## src/rtl/dfe_pkg.sv

```systemverilog
`timescale 1ns / 1ps
// ----------------------------------------------------------------------------
// dfe_pkg
// Shared constants and types of the dshot frame encoder.
// ----------------------------------------------------------------------------
package dfe_pkg;

  localparam int BURST_SLOTS = 17;
  localparam int FRAME_BITS  = 16;
  localparam int MAX_SLOTS   = 64;
  localparam int BURST_LEN   = (BURST_SLOTS < FRAME_BITS) ? FRAME_BITS :
                               (BURST_SLOTS > MAX_SLOTS) ? MAX_SLOTS : BURST_SLOTS;
  localparam int SLOT_W      = $clog2(BURST_LEN);

  localparam int THR_W    = 18;  // input sample width
  localparam int QMAG_W   = 17;  // clamped magnitude, 0..65536
  localparam int PROD_W   = 28;  // magnitude times span
  localparam int CODE_W   = 11;
  localparam int TICK_W   = 16;
  localparam int CFG_IDX_W = 2;

  localparam logic [QMAG_W-1:0] FULL_SCALE   = 17'h10000;
  localparam logic [CODE_W-1:0] THR_SPAN     = 11'd1999;
  localparam logic [CODE_W-1:0] MIN_THROTTLE = 11'd48;

  typedef enum logic [CFG_IDX_W-1:0] {
    CFG_ONE_HIGH  = 2'd0,
    CFG_ZERO_HIGH = 2'd1,
    CFG_TELEM     = 2'd2
  } cfg_idx_e;

  typedef struct packed {
    logic [TICK_W-1:0] one_high;
    logic [TICK_W-1:0] zero_high;
  } tick_cfg_t;

endpackage

```

## src/rtl/dfe_throttle_map.sv

```systemverilog
`timescale 1ns / 1ps
// ----------------------------------------------------------------------------
// dfe_throttle_map
// Two pipeline stages: qualify and clamp the sample, then scale by the span.
// ----------------------------------------------------------------------------
module dfe_throttle_map (
  input  logic                            clk_i,
  input  logic                            rst_ni,
  input  logic                            in_valid_i,
  output logic                            in_ready_o,
  input  logic signed [dfe_pkg::THR_W-1:0] throttle_q16_i,
  input  logic                            sample_valid_i,
  input  logic                            output_enabled_i,
  output logic                            prod_valid_o,
  input  logic                            prod_ready_i,
  output logic [dfe_pkg::PROD_W-1:0]      prod_o,
  output logic                            prod_zero_o
);

  logic                          s1_valid_q, s1_valid_d;
  logic [dfe_pkg::QMAG_W-1:0]    s1_mag_q, s1_mag_d;
  logic                          s1_zero_q, s1_zero_d;
  logic                          s2_valid_q, s2_valid_d;
  logic [dfe_pkg::PROD_W-1:0]    s2_prod_q, s2_prod_d;
  logic                          s2_zero_q, s2_zero_d;
  logic                          s1_ready, s2_ready;
  logic                          s1_load, s2_load;

  assign s2_ready   = !s2_valid_q || prod_ready_i;
  assign s1_ready   = !s1_valid_q || s2_ready;
  assign in_ready_o = s1_ready;
  assign s1_load    = in_valid_i && s1_ready;
  assign s2_load    = s1_valid_q && s2_ready;

  // stage 1: zero conditions and clamp to full scale
  always_comb begin
    s1_valid_d = s1_valid_q;
    if (s1_ready) begin
      s1_valid_d = in_valid_i;
    end
    s1_zero_d = !sample_valid_i || !output_enabled_i || throttle_q16_i[dfe_pkg::THR_W-1] ||
                (throttle_q16_i == '0);
    if (throttle_q16_i[dfe_pkg::QMAG_W-1:0] > dfe_pkg::FULL_SCALE) begin
      s1_mag_d = dfe_pkg::FULL_SCALE;
    end else begin
      s1_mag_d = throttle_q16_i[dfe_pkg::QMAG_W-1:0];
    end
  end

  // stage 2: one 17x11 multiply
  always_comb begin
    s2_valid_d = s2_valid_q;
    if (s2_ready) begin
      s2_valid_d = s1_valid_q;
    end
    s2_prod_d = dfe_pkg::PROD_W'(s1_mag_q) * dfe_pkg::PROD_W'(dfe_pkg::THR_SPAN);
    s2_zero_d = s1_zero_q;
  end

  always_ff @(posedge clk_i or negedge rst_ni) begin
    if (!rst_ni) begin
      s1_valid_q <= 1'b0;
      s2_valid_q <= 1'b0;
    end else begin
      s1_valid_q <= s1_valid_d;
      s2_valid_q <= s2_valid_d;
    end
  end

  always_ff @(posedge clk_i) begin
    if (s1_load) begin
      s1_mag_q  <= s1_mag_d;
      s1_zero_q <= s1_zero_d;
    end
    if (s2_load) begin
      s2_prod_q <= s2_prod_d;
      s2_zero_q <= s2_zero_d;
    end
  end

  assign prod_valid_o = s2_valid_q;
  assign prod_o       = s2_prod_q;
  assign prod_zero_o  = s2_zero_q;

endmodule

```

## src/rtl/dfe_frame_pack.sv

```systemverilog
`timescale 1ns / 1ps
// ----------------------------------------------------------------------------
// dfe_frame_pack
// Third pipeline stage: throttle code, telemetry bit and checksum nibble.
// ----------------------------------------------------------------------------
module dfe_frame_pack (
  input  logic                          clk_i,
  input  logic                          rst_ni,
  input  logic                          prod_valid_i,
  output logic                          prod_ready_o,
  input  logic [dfe_pkg::PROD_W-1:0]    prod_i,
  input  logic                          prod_zero_i,
  input  logic                          telem_i,
  output logic                          frame_valid_o,
  input  logic                          frame_ready_i,
  output logic [dfe_pkg::FRAME_BITS-1:0] frame_o
);

  logic                           s3_valid_q, s3_valid_d;
  logic [dfe_pkg::FRAME_BITS-1:0] s3_frame_q, s3_frame_d;
  logic                           s3_ready;
  logic [dfe_pkg::CODE_W-1:0]     code;
  logic [dfe_pkg::CODE_W:0]       pkt_v;
  logic [3:0]                     crc;

  assign s3_ready     = !s3_valid_q || frame_ready_i;
  assign prod_ready_o = s3_ready;

  always_comb begin
    s3_valid_d = s3_valid_q;
    if (s3_ready) begin
      s3_valid_d = prod_valid_i;
    end
    if (prod_zero_i) begin
      code = '0;
    end else begin
      code = dfe_pkg::MIN_THROTTLE +
             prod_i[dfe_pkg::PROD_W-2 -: dfe_pkg::CODE_W];
    end
    pkt_v = {code, telem_i};
    // xor of the three nibbles of the 12-bit value
    crc        = pkt_v[3:0] ^ pkt_v[7:4] ^ pkt_v[11:8];
    s3_frame_d = {pkt_v, crc};
  end

  always_ff @(posedge clk_i or negedge rst_ni) begin
    if (!rst_ni) begin
      s3_valid_q <= 1'b0;
    end else begin
      s3_valid_q <= s3_valid_d;
    end
  end

  always_ff @(posedge clk_i) begin
    if (prod_valid_i && s3_ready) begin
      s3_frame_q <= s3_frame_d;
    end
  end

  assign frame_valid_o = s3_valid_q;
  assign frame_o       = s3_frame_q;

endmodule

```

## src/rtl/dfe_slot_ser.sv

```systemverilog
`timescale 1ns / 1ps
// ----------------------------------------------------------------------------
// dfe_slot_ser
// Expands one packet into a burst of duty slots, one slot per cycle while out_ready_i is high.
// ----------------------------------------------------------------------------
module dfe_slot_ser (
  input  logic                           clk_i,
  input  logic                           rst_ni,
  input  logic                           frame_valid_i,
  output logic                           frame_ready_o,
  input  logic [dfe_pkg::FRAME_BITS-1:0] frame_i,
  input  dfe_pkg::tick_cfg_t             ticks_i,
  output logic                           out_valid_o,
  input  logic                           out_ready_i,
  output logic [dfe_pkg::TICK_W-1:0]     duty_ticks_o,
  output logic [dfe_pkg::FRAME_BITS-1:0] frame_word_o,
  output logic                           last_slot_o
);

  localparam logic [dfe_pkg::SLOT_W-1:0] LastSlot = dfe_pkg::SLOT_W'(dfe_pkg::BURST_LEN - 1);
  localparam logic [dfe_pkg::SLOT_W-1:0] LastBit  = dfe_pkg::SLOT_W'(dfe_pkg::FRAME_BITS - 1);

  logic                           busy_q, busy_d;
  logic [dfe_pkg::SLOT_W-1:0]     slot_q, slot_d;
  logic [dfe_pkg::FRAME_BITS-1:0] frame_q;
  logic                           load, advance, is_last, in_frame, bit_val;

  assign is_last       = (slot_q == LastSlot);
  assign advance       = busy_q && out_ready_i;
  assign frame_ready_o = !busy_q || (out_ready_i && is_last);
  assign load          = frame_valid_i && frame_ready_o;

  always_comb begin
    busy_d = busy_q;
    slot_d = slot_q;
    if (load) begin
      busy_d = 1'b1;
      slot_d = '0;
    end else if (advance) begin
      if (is_last) begin
        busy_d = 1'b0;
      end else begin
        slot_d = slot_q + dfe_pkg::SLOT_W'(1);
      end
    end
  end

  always_ff @(posedge clk_i or negedge rst_ni) begin
    if (!rst_ni) begin
      busy_q <= 1'b0;
      slot_q <= '0;
    end else begin
      busy_q <= busy_d;
      slot_q <= slot_d;
    end
  end

  always_ff @(posedge clk_i) begin
    if (load) begin
      frame_q <= frame_i;
    end
  end

  // msb first
  assign in_frame = (slot_q <= LastBit);
  assign bit_val  = frame_q[4'hF - slot_q[3:0]];

  always_comb begin
    if (!in_frame) begin
      duty_ticks_o = '0;
    end else if (bit_val) begin
      duty_ticks_o = ticks_i.one_high;
    end else begin
      duty_ticks_o = ticks_i.zero_high;
    end
  end

  assign out_valid_o  = busy_q;
  assign frame_word_o = frame_q;
  assign last_slot_o  = is_last;

  a_step: assert property (@(posedge clk_i) disable iff (!rst_ni)
    (out_valid_o && out_ready_i && !is_last) |=>
      (out_valid_o && slot_q == $past(slot_q) + dfe_pkg::SLOT_W'(1)))
    else $error("slot counter did not step after an accepted slot");

  a_no_early_load: assert property (@(posedge clk_i) disable iff (!rst_ni)
    (busy_q && frame_ready_o) |-> (out_ready_i && is_last))
    else $error("new packet taken in the middle of a burst");

  a_load_start: assert property (@(posedge clk_i) disable iff (!rst_ni)
    (frame_valid_i && frame_ready_o) |=> (busy_q && slot_q == '0))
    else $error("burst did not start at slot zero");

  a_idle_zero: assert property (@(posedge clk_i) disable iff (!rst_ni)
    (out_valid_o && slot_q > LastBit) |-> (duty_ticks_o == '0))
    else $error("idle slot carries nonzero duty");

endmodule

```

## src/rtl/dshot_frame_encoder_top.sv

```systemverilog
`timescale 1ns / 1ps
// a burst's first slot follows its item through stages 1 to 3 and the serializer load
// throughput: one 17-slot burst per item, one slot per cycle while out_ready_i is high
// the three front stages take an item every cycle unless full and buffer while a burst drains
// reset: pipeline and serializer empty, registers one_high 60, zero_high 30, telemetry 0
// ----------------------------------------------------------------------------
// dshot_frame_encoder_top
// Throttle sample to dshot packet, expanded into a burst of timer duty slots.
// ----------------------------------------------------------------------------
module dshot_frame_encoder_top (
  input  logic                             clk_i,
  input  logic                             rst_ni,
  input  logic                             cfg_we_i,
  input  logic [dfe_pkg::CFG_IDX_W-1:0]    cfg_idx_i,
  input  logic [dfe_pkg::TICK_W-1:0]       cfg_wdata_i,
  input  logic                             in_valid_i,
  output logic                             in_ready_o,
  input  logic signed [dfe_pkg::THR_W-1:0] throttle_q16_i,
  input  logic                             sample_valid_i,
  input  logic                             output_enabled_i,
  output logic                             out_valid_o,
  input  logic                             out_ready_i,
  output logic [dfe_pkg::TICK_W-1:0]       duty_ticks_o,
  output logic [dfe_pkg::FRAME_BITS-1:0]   frame_word_o,
  output logic                             last_slot_o
);

  dfe_pkg::tick_cfg_t             ticks_q, ticks_d;
  logic                           telem_q, telem_d;
  logic                           prod_valid, prod_ready, prod_zero;
  logic [dfe_pkg::PROD_W-1:0]     prod;
  logic                           frame_valid, frame_ready;
  logic [dfe_pkg::FRAME_BITS-1:0] frame;

  always_comb begin
    ticks_d = ticks_q;
    telem_d = telem_q;
    if (cfg_we_i) begin
      unique case (cfg_idx_i)
        dfe_pkg::CFG_ONE_HIGH:  ticks_d.one_high  = cfg_wdata_i;
        dfe_pkg::CFG_ZERO_HIGH: ticks_d.zero_high = cfg_wdata_i;
        dfe_pkg::CFG_TELEM:     telem_d           = cfg_wdata_i[0];
        default: ;
      endcase
    end
  end

  always_ff @(posedge clk_i or negedge rst_ni) begin
    if (!rst_ni) begin
      ticks_q.one_high  <= 16'd60;
      ticks_q.zero_high <= 16'd30;
      telem_q           <= 1'b0;
    end else begin
      ticks_q <= ticks_d;
      telem_q <= telem_d;
    end
  end

  dfe_throttle_map u_map (
    .clk_i            (clk_i),
    .rst_ni           (rst_ni),
    .in_valid_i       (in_valid_i),
    .in_ready_o       (in_ready_o),
    .throttle_q16_i   (throttle_q16_i),
    .sample_valid_i   (sample_valid_i),
    .output_enabled_i (output_enabled_i),
    .prod_valid_o     (prod_valid),
    .prod_ready_i     (prod_ready),
    .prod_o           (prod),
    .prod_zero_o      (prod_zero)
  );

  dfe_frame_pack u_pack (
    .clk_i         (clk_i),
    .rst_ni        (rst_ni),
    .prod_valid_i  (prod_valid),
    .prod_ready_o  (prod_ready),
    .prod_i        (prod),
    .prod_zero_i   (prod_zero),
    .telem_i       (telem_q),
    .frame_valid_o (frame_valid),
    .frame_ready_i (frame_ready),
    .frame_o       (frame)
  );

  dfe_slot_ser u_ser (
    .clk_i         (clk_i),
    .rst_ni        (rst_ni),
    .frame_valid_i (frame_valid),
    .frame_ready_o (frame_ready),
    .frame_i       (frame),
    .ticks_i       (ticks_q),
    .out_valid_o   (out_valid_o),
    .out_ready_i   (out_ready_i),
    .duty_ticks_o  (duty_ticks_o),
    .frame_word_o  (frame_word_o),
    .last_slot_o   (last_slot_o)
  );

endmodule
```

## config.mk

```make
export PLATFORM = sky130hd
export DESIGN_NAME = dshot_frame_encoder_top
export DESIGN_NICKNAME = d
export VERILOG_FILES = /design/src/rtl/dfe_pkg.sv /design/src/rtl/dfe_throttle_map.sv /design/src/rtl/dfe_frame_pack.sv /design/src/rtl/dfe_slot_ser.sv /design/src/rtl/dshot_frame_encoder_top.sv
export SDC_FILE = /design/constraint.sdc
export NUM_CORES = 1
export LEC_CHECK = 0
export ABC_AREA = 1
export BUFFER_PORTS_ARGS = -buffer_cell sky130_fd_sc_hd__buf_2
export CAP_MARGIN = 30
export CORE_MARGIN = 1.5
export CORE_UTILIZATION = 62
export CTS_CLUSTER_DIAMETER = 60
export CTS_CLUSTER_SIZE = 20
export DETAILED_ROUTE_END_ITERATION = 6
export PLACE_DENSITY = 0.88
export SETUP_SLACK_MARGIN = 0.1
export SYNTH_ARGS = -nofsm -noshare
export SYNTH_HDL_FRONTEND = slang
export SYNTH_HIERARCHICAL = 1
export SYNTH_SLANG_ARGS = --single-unit
```

## constraint.sdc

```tcl
create_clock -name clk_i -period 5.95 [get_ports clk_i]
set_clock_uncertainty 0.05 [all_clocks]
set_input_delay 0 -clock clk_i [delete_from_list [all_inputs] [get_ports clk_i]]
set_output_delay 0 -clock clk_i [all_outputs]
set_load 0.005 [all_outputs]
```

==> results of run 1 <==
-- routing by layer --
layer | vias to the layer above | share of wire (%) | wire, um
met2 | 319 | 53 | 12000
met5 | - | 0 | 0
met1 | 3675 | 37 | 8520
met3 | 80 | 5.9 | 1350
met4 | 0 | 4.0 | 903
li1 | 3690 | - | -
-- stage by stage --
step                instances  hold slack, ns
floorplan                1139          -0.346
global placement         1384           0.136
detailed placement       1385           0.132
CTS                      1443          0.0172
global route             1445          0.0544
finish                   1445          0.0505
-- cell usage in the layout, fill, tap and decap left out, types with 2 or more instances in the layout --
| cell | instances |
|---|---|
| nor2_1 | 65 |
| dlygate4sd3_1 | 43 |
| nor2_4 | 12 |
| fa_1 | 100 |
| dfstp_2 | 8 |
| xnor2_1 | 3 |
| nand4_1 | 30 |
| xor2_1 | 2 |
| nand3b_1 | 2 |
| edfxtp_1 | 62 |
| inv_2 | 6 |
| buf_4 | 2 |
| inv_1 | 279 |
| a21oi_1 | 27 |
| clkbuf_16 | 9 |
| clkinv_4 | 2 |
| nor2_2 | 2 |
| nand2_1 | 314 |
| inv_8 | 2 |
| buf_2 | 77 |
| a21oi_2 | 2 |
| o21ai_0 | 8 |
| nor4_2 | 2 |
| dfrtp_1 | 34 |
| nand3_2 | 7 |
| ha_1 | 78 |
| nand3_1 | 62 |
| nand2_4 | 2 |
-- sequential cells by signal, indices dropped and copies added, names as in the netlist --
signal and cells:
u_pack/frame_o 16, u_map/s1_mag_q 17, u_ser/out_valid_o 1, u_ser/slot_q 5, u_ser/frame_word_o 16, u_map/prod_zero_o 1, u_pack/frame_valid_o 1, u_map/prod_o 11
u_map/s1_zero_q 1, u_map/s1_valid_q 1, telem_q 1, u_map/prod_valid_o 1, ticks_q 32
-- final timing paths --
path	depth (start not counted)	to	slack, ns
worst max-delay path	17	u_map/prod_o[23]	1.02
min in group asynchronous	3	ticks_q[27]	0.44
worst min register to register	0	u_ser/frame_word_o[11]	0.37
max in group asynchronous	4	ticks_q[1]	4.95
worst max register to register	17	u_map/prod_o[23]	1.02
worst min-delay path	3	ticks_q[4]	0.05
-- critical path: stages (launching register included) --
cell and delay (ns):
edfxtp_1 0.47, inv_1 0.22, fa_1 0.49, fa_1 0.51
inv_1 0.06, fa_1 0.47, fa_1 0.57, inv_1 0.07
fa_1 0.53, inv_1 0.04, ha_1 0.31, nand2_1 0.09
nor2_1 0.27, nand2_1 0.10, nor2_1 0.19, nand2_1 0.10
nand4_1 0.09, nand2_1 0.06
-- layout make-up --
class,instances,area [um2]
multi-input cells,729,5490
repair buffers,123,851
clock buffers,9,225
well taps,188,235
clock inverters,7,67.6
flip-flops and latches,104,2920
fillers,1057,4340
inverters,285,1070
==> flow_summary.json, run 1 <==
{
  "use_met3_pct": 4.51,
  "status": "completed",
  "dp_hpwl_um": 16600,
  "end_kind": "flip-flop",
  "fin_crit_sh_pct": 82.8,
  "syn_area_per_cell_um2": 8.48,
  "globalRouteOverflowTotal": 0,
  "coreArea_mm2": 0.0152,
  "netlist_area_mm2": 0.00966,
  "grt_pass1_vias": 7961,
  "antenna_found_initial": 0,
  "die_w_um": 128,
  "timing.rr.start": "u_map/s1_mag_q[4]",
  "drt-total-wl_um": 22800,
  "htree_num_levels": 3,
  "tritoncts": "yes",
  "setup_viol": 0,
  "drive_gt1_share_pct": 11.2,
  "grtUsageTotal_pct": 29.5,
  "layout_min_cycle_time_ns": 4.93,
  "cts-buffers-inserted": 9,
  "postPlaceCellArea_mm2": 0.0101,
  "cts_sinks": 104,
  "first_pass_iters": 7,
  "cts_resized": 0,
  "grt_pass1_wl_um": 37300,
  "hp-start": "cfg_idx_i[0]",
  "drv_cap": 0,
  "fmax_ghz": 0.203,
  "worst_pin_slew_ns": 0.745,
  "synthCells": 1139,
  "gp_congestion": 0.959,
  "num_vias": 7764,
  "grt_start_max_net_pins": 43,
  "hold_class": "input pin to flip-flop",
  "post_cts_buffers": 0,
  "path_clk_slew_ns": 0.08,
  "initial_core_util_pct": 63.6,
  "yosys_warnings": 6,
  "finalHoldViolations": 0,
  "finalInstanceArea_mm2": 0.0109,
  "n_antenna_cell": 0,
  "dp_slack_ns": 1.10,
  "worstSetupPathType": "flip-flop to flip-flop",
  "grt_setup_unrepaired": "false",
  "route.detailed.drc": 0,
  "syn-num-nets": 1360,
  "grtUsageMet1_pct": 33.4,
  "io_buffers": 77,
  "io_pins": 78,
  "critPathMaxFanout": 4,
  "tns_ns": 0,
  "setup_slack_ns": 1.02,
  "drt-vias-per-instance": 5.37,
  "cts-root-buf": "clkbuf_16",
  "cp.required_ns": 6.02,
  "cp.arrival_ns": 5.00,
  "die_area_mm2": 0.0163,
  "rows": 45,
  "hold_buffers": 42,
  "clock_path_buffers": 2,
  "postLayoutCoreUtil_pct": 71.5,
  "top_usage_layer": "met2",
  "die_h_um": 128,
  "syn_to_final_growth_pct": 12.4,
  "cp-start-kind": "flip-flop",
  "nets": 1473,
  "final_antenna_net_count": 0,
  "drt_iter0_markers": 475,
  "wl_per_cell_um": 15.8,
  "crit_path_start": "u_map/s1_mag_q[4]",
  "worstSkewPairLatency_ns": 0.37,
  "max-slew-margin-rel_pct": 50.3,
  "met2_usage_pct": 55.2,
  "finalMaxSlewViolations": 0
}
Power of run 1 is not shown: default switching activity piles up to over one toggle a cycle in this logic, so the estimate is an artifact.
==> run 2: changes to the inputs <==
CORE_UTILIZATION = 56   (was 62)
PLACE_DENSITY = 0.84   (was 0.88)
clock period = 4.18 ns   (was 5.95 ns; I/O delays follow)
==> flow_summary.json, run 2 (synthesis results as in run 1) <==
{
  "die_w_um": 134,
  "fin_crit_sh_pct": 109,
  "htree_num_levels": 3,
  "drt-total-wl_um": 24300,
  "dp_slack_ns": -0.377,
  "cp.arrival_ns": 4.61,
  "cts-root-buf": "clkbuf_16",
  "route.detailed.drc": 0,
  "use_met3_pct": 3.97,
  "grtUsageMet1_pct": 29.0,
  "dp_hpwl_um": 16700,
  "gp_congestion": 0.913,
  "regToRegEndpoint": "u_map/prod_o[24]",
  "wl_per_cell_um": 15.6,
  "postLayoutCoreUtil_pct": 71.7,
  "grt_setup_unrepaired": "true",
  "reg_top3": "ticks_q x32, u_map/s1_mag_q x17",
  "max-slew-margin-rel_pct": 44.5,
  "end_kind": "flip-flop",
  "die_area_mm2": 0.0181,
  "crit_path_start": "u_map/s1_mag_q[5]",
  "setup_slack_ns": -0.356,
  "coreArea_mm2": 0.0167,
  "drt_iter0_markers": 559,
  "violations": "negative setup slack",
  "fmax_ghz": 0.220,
  "worst_pin_slew_ns": 0.831,
  "nets": 1550,
  "worst-r2r-setup-slack_ns": -0.36,
  "setup_viol": 11,
  "first_pass_iters": 5,
  "layout_min_cycle_time_ns": 4.54,
  "drt-vias-per-instance": 5.24,
  "worstSetupPathType": "flip-flop to flip-flop",
  "n_antenna_cell": 0,
  "top_usage_layer": "met2",
  "worstRegToRegCells": 17,
  "status": "finished, violations left",
  "tritoncts": "yes",
  "drv_cap": 0,
  "met2_usage_pct": 49.6,
  "cp-endpoint": "u_map/prod_o[24]",
  "drive_gt1_share_pct": 23.8,
  "io_pins": 78,
  "initial_core_util_pct": 57.9,
  "antenna_found_initial": 0,
  "rows": 47,
  "grt_start_max_net_pins": 43,
  "worstSkewPairLatency_ns": 0.37,
  "clock_path_buffers": 2,
  "finalMaxSlewViolations": 0,
  "syn_to_final_growth_pct": 24.0,
  "largest_reg_flops": 32,
  "globalRouteOverflowTotal": 0,
  "grt_pass1_wl_um": 37300,
  "io_buffers": 77,
  "cts-buffers-inserted": 9,
  "finalHoldViolations": 0,
  "final_antenna_net_count": 0,
  "grt_pass1_vias": 8296,
  "grtUsageTotal_pct": 26.2,
  "hold_class": "input pin to flip-flop",
  "critPathMaxFanout": 4,
  "timing.rr.start": "u_map/s1_mag_q[5]",
  "path_clk_slew_ns": 0.08,
  "cp-start-kind": "flip-flop",
  "tns_ns": -3.25,
  "num_vias": 8147,
  "cp.required_ns": 4.25,
  "cts_sinks": 104,
  "hp-start": "cfg_idx_i[0]",
  "die_h_um": 134,
  "final_cell_mix": "nand2_1 (282), inv_1 (255), fa_1 (98)",
  "final_common_cell": "nand2_1",
  "largest_register": "ticks_q"
}
-- run 2: cell types whose count changed in the layout (fill, tap and decap cells not counted), moves of 9 or more --
cell     previous run  this run
inv_2               6        30
buf_4               2        68
ha_1               78        63
nor2_2              2        12
nand2_4             2        12
nor2_4             12        21
nand2_1           314       282
nand2_2             1        23
nor2_1             65        46
inv_1             279       255
ha_4                0        13
-- run 2: area by class of cell --
cell class / instances / area (um2)
well taps: 220 / 275
multi-input cells: 729 / 5930
fillers: 1118 / 4720
repair buffers: 200 / 1480
clock inverters: 7 / 78.8
flip-flops and latches: 104 / 2920
clock buffers: 9 / 225
inverters: 285 / 1070
-- run 2: worst min path at each step --
stage          cells after the start               to  slack [ns]
6_report                           3       ticks_q[1]        0.03
3_5_place_dp                       1  u_ser/slot_q[1]        0.15
5_1_grt                            3       ticks_q[1]        0.06
2_1_floorplan                      0          telem_q       -0.35
3_3_place_gp                       1  u_ser/slot_q[0]        0.14
4_1_cts                            3       ticks_q[1]       0.009
-- run 2: repair_timing --
action,CTS,global route
endpoints found under the setup margin,11,11
buffers inserted,4,9
gates cloned,0,0
endpoints found under the hold margin,90,2
pin swaps,20,20
resized for setup,18,53
hold buffers,44,1
-- run 2: metal layers --
metal / share of wire (%) / vias to the layer above
met3: 4.2 / 81
li1: - / 3836
met1: 38 / 3945
met5: 0 / -
met4: 3.9 / 0
met2: 54 / 285
-- run 2: stage by stage --
stage                     cells  hold slack [ns]  cell area [um2]
after floorplan            1139           -0.346             9890
after global placement     1479            0.144            10900
after detailed placement   1479            0.149            10900
after CTS                  1543          0.00889            11700
after global routing       1554           0.0571            12000
final                      1554           0.0336            12000
-- run 2: worst max-delay path, cell delays in order (launching register included) --
cell and delay, ns:
edfxtp_1 0.44, inv_2 0.12, fa_1 0.48, fa_1 0.56, inv_2 0.07, fa_1 0.48
fa_1 0.51, inv_1 0.04, fa_1 0.51, inv_2 0.05, ha_4 0.30, nand2_4 0.08
nor2_4 0.18, nand2_1 0.09, nor2_1 0.11, nand2_1 0.07, nand4_1 0.10, nand2_1 0.05
Power of run 2 is left out for the same reason.
==> run 3: changes to the inputs <==
MAX_ROUTING_LAYER = met4   (was not set)
==> flow_summary.json, run 3 (synthesis results as in run 1) <==
{
  "status": "finished, violations left",
  "violations": "negative setup slack",
  "hold_class": "input pin to flip-flop",
  "placedCellCount": 1480,
  "regToRegEndpoint": "u_map/prod_o[22]",
  "critPathMaxFanout": 4,
  "final_antenna_net_count": 0,
  "drive_gt1_share_pct": 24.8,
  "grtUsageTotal_pct": 28.3,
  "stdcell_count": 1554,
  "die_h_um": 134,
  "dp_hpwl_um": 16300,
  "tritoncts": "yes",
  "num_vias": 8118,
  "final_cell_mix": "nand2_1 (280), inv_1 (248), fa_1 (95)",
  "io_pins": 78,
  "finalMaxSlewViolations": 0,
  "end_kind": "flip-flop",
  "drt-total-wl_um": 24100,
  "clock_path_buffers": 2,
  "cp.required_ns": 4.24,
  "nets": 1550,
  "setup_viol": 11,
  "globalRouteOverflowTotal": 0,
  "hp-start": "cfg_idx_i[0]",
  "coreArea_mm2": 0.0167,
  "setup_slack_ns": -0.361,
  "cts_sinks": 104,
  "drt_iter0_markers": 556,
  "worstHoldEndpoint": "ticks_q[2]",
  "max-slew-margin-rel_pct": 42.7,
  "worst_pin_slew_ns": 0.859,
  "layout_min_cycle_time_ns": 4.54,
  "die_area_mm2": 0.0181,
  "route.detailed.drc": 0,
  "antenna_found_initial": 0,
  "initial_core_util_pct": 57.9,
  "worstRegToRegCells": 16,
  "num-fill-cells": 1146,
  "path_clk_slew_ns": 0.07,
  "final_common_cell": "nand2_1",
  "drv_cap": 0,
  "finalHoldViolations": 0,
  "largest_register": "ticks_q",
  "htree_num_levels": 3,
  "wl_per_cell_um": 15.5,
  "io_buffers": 77,
  "postLayoutCoreUtil_pct": 71.8,
  "worstSkewPairLatency_ns": 0.37,
  "cp-start-kind": "flip-flop",
  "whs_path_depth": 3,
  "reg_top3": "ticks_q x32, u_map/s1_mag_q x17",
  "drt-vias-per-instance": 5.22,
  "n_antenna_cell": 0,
  "first_pass_iters": 7,
  "largest_reg_flops": 32,
  "worst-r2r-setup-slack_ns": -0.36,
  "die_w_um": 134,
  "gp_congestion": 0.916,
  "grt_start_max_net_pins": 43,
  "cp.arrival_ns": 4.60,
  "dp_slack_ns": -0.274,
  "fin_crit_sh_pct": 109,
  "grt_pass1_wl_um": 38600,
  "cts-buffers-inserted": 9,
  "worstSetupPathType": "flip-flop to flip-flop",
  "syn_to_final_growth_pct": 24.1,
  "grt_setup_unrepaired": "true",
  "grt_pass1_vias": 8245,
  "fmax_ghz": 0.220,
  "rows": 47,
  "timing.rr.start": "u_map/s1_mag_q[9]",
  "cts-root-buf": "clkbuf_16"
}
==> run 3: timing repair <==
action / in CTS / in global routing
resized for setup: 45 / 35
setup buffers: 12 / 3
pin swaps: 34 / 39
setup endpoints to repair: 11 / 11
hold buffers: 41 / 1
endpoints found under the hold margin: 89 / 1
==> run 3: area by class of cell <==
| cell class | instances | area, um2 | share of cell area (%) |
|---|---|---|---|
| well taps | 220 | 275 | 2.30 |
| clock inverters | 7 | 78.8 | 0.657 |
| repair buffers | 200 | 1470 | 12.2 |
| multi-input cells | 729 | 5950 | 49.6 |
| clock buffers | 9 | 225 | 1.88 |
| inverters | 285 | 1070 | 8.94 |
| flip-flops and latches | 104 | 2920 | 24.4 |
==> run 3: stage by stage <==
stage	hold slack, ns	instance area (um2)	setup TNS, ns
5_1_grt	0.0725	12000	-4.98
2_1_floorplan	-0.346	9890	-0.227
3_3_place_gp	0.145	10900	-1.40
6_report	0.0427	12000	-3.30
4_1_cts	0.00433	11800	-2.24
3_5_place_dp	0.160	10900	-2.12
==> run 3: worst max path at each step <==
stage,start,to,slack (ns)
floorplan,u_map/s1_mag_q[5],u_map/prod_o[26],-0.03
global placement,u_map/s1_mag_q[9],u_map/prod_o[22],-0.25
detailed placement,u_map/s1_mag_q[7],u_map/prod_o[22],-0.27
CTS,u_map/s1_mag_q[7],u_map/prod_o[22],-0.26
global route,u_map/s1_mag_q[6],u_map/prod_o[24],-0.49
finish,u_map/s1_mag_q[9],u_map/prod_o[22],-0.36
==> run 3: critical path: stages, from the launching register on <==
cell and delay, ns:
edfxtp_1 0.43, buf_4 0.14, inv_2 0.04, fa_1 0.56
fa_2 0.46, fa_1 0.52, fa_1 0.52, inv_2 0.04
fa_1 0.49, ha_4 0.33, nand2_4 0.08, nor2_4 0.15
inv_2 0.06, nor2_4 0.12, nand3b_1 0.14, nand4_1 0.12
nand2_1 0.06
==> run 3: routing by layer <==
metal	GRT usage, %	vias to the layer above	share of wire [%]
met4	11.9	0	4.1
met1	30.3	3877	38
met5	-	-	0
met3	4.27	86	4.9
li1	-	3836	-
met2	52.0	319	53
Power of run 3 is left out for the same reason.
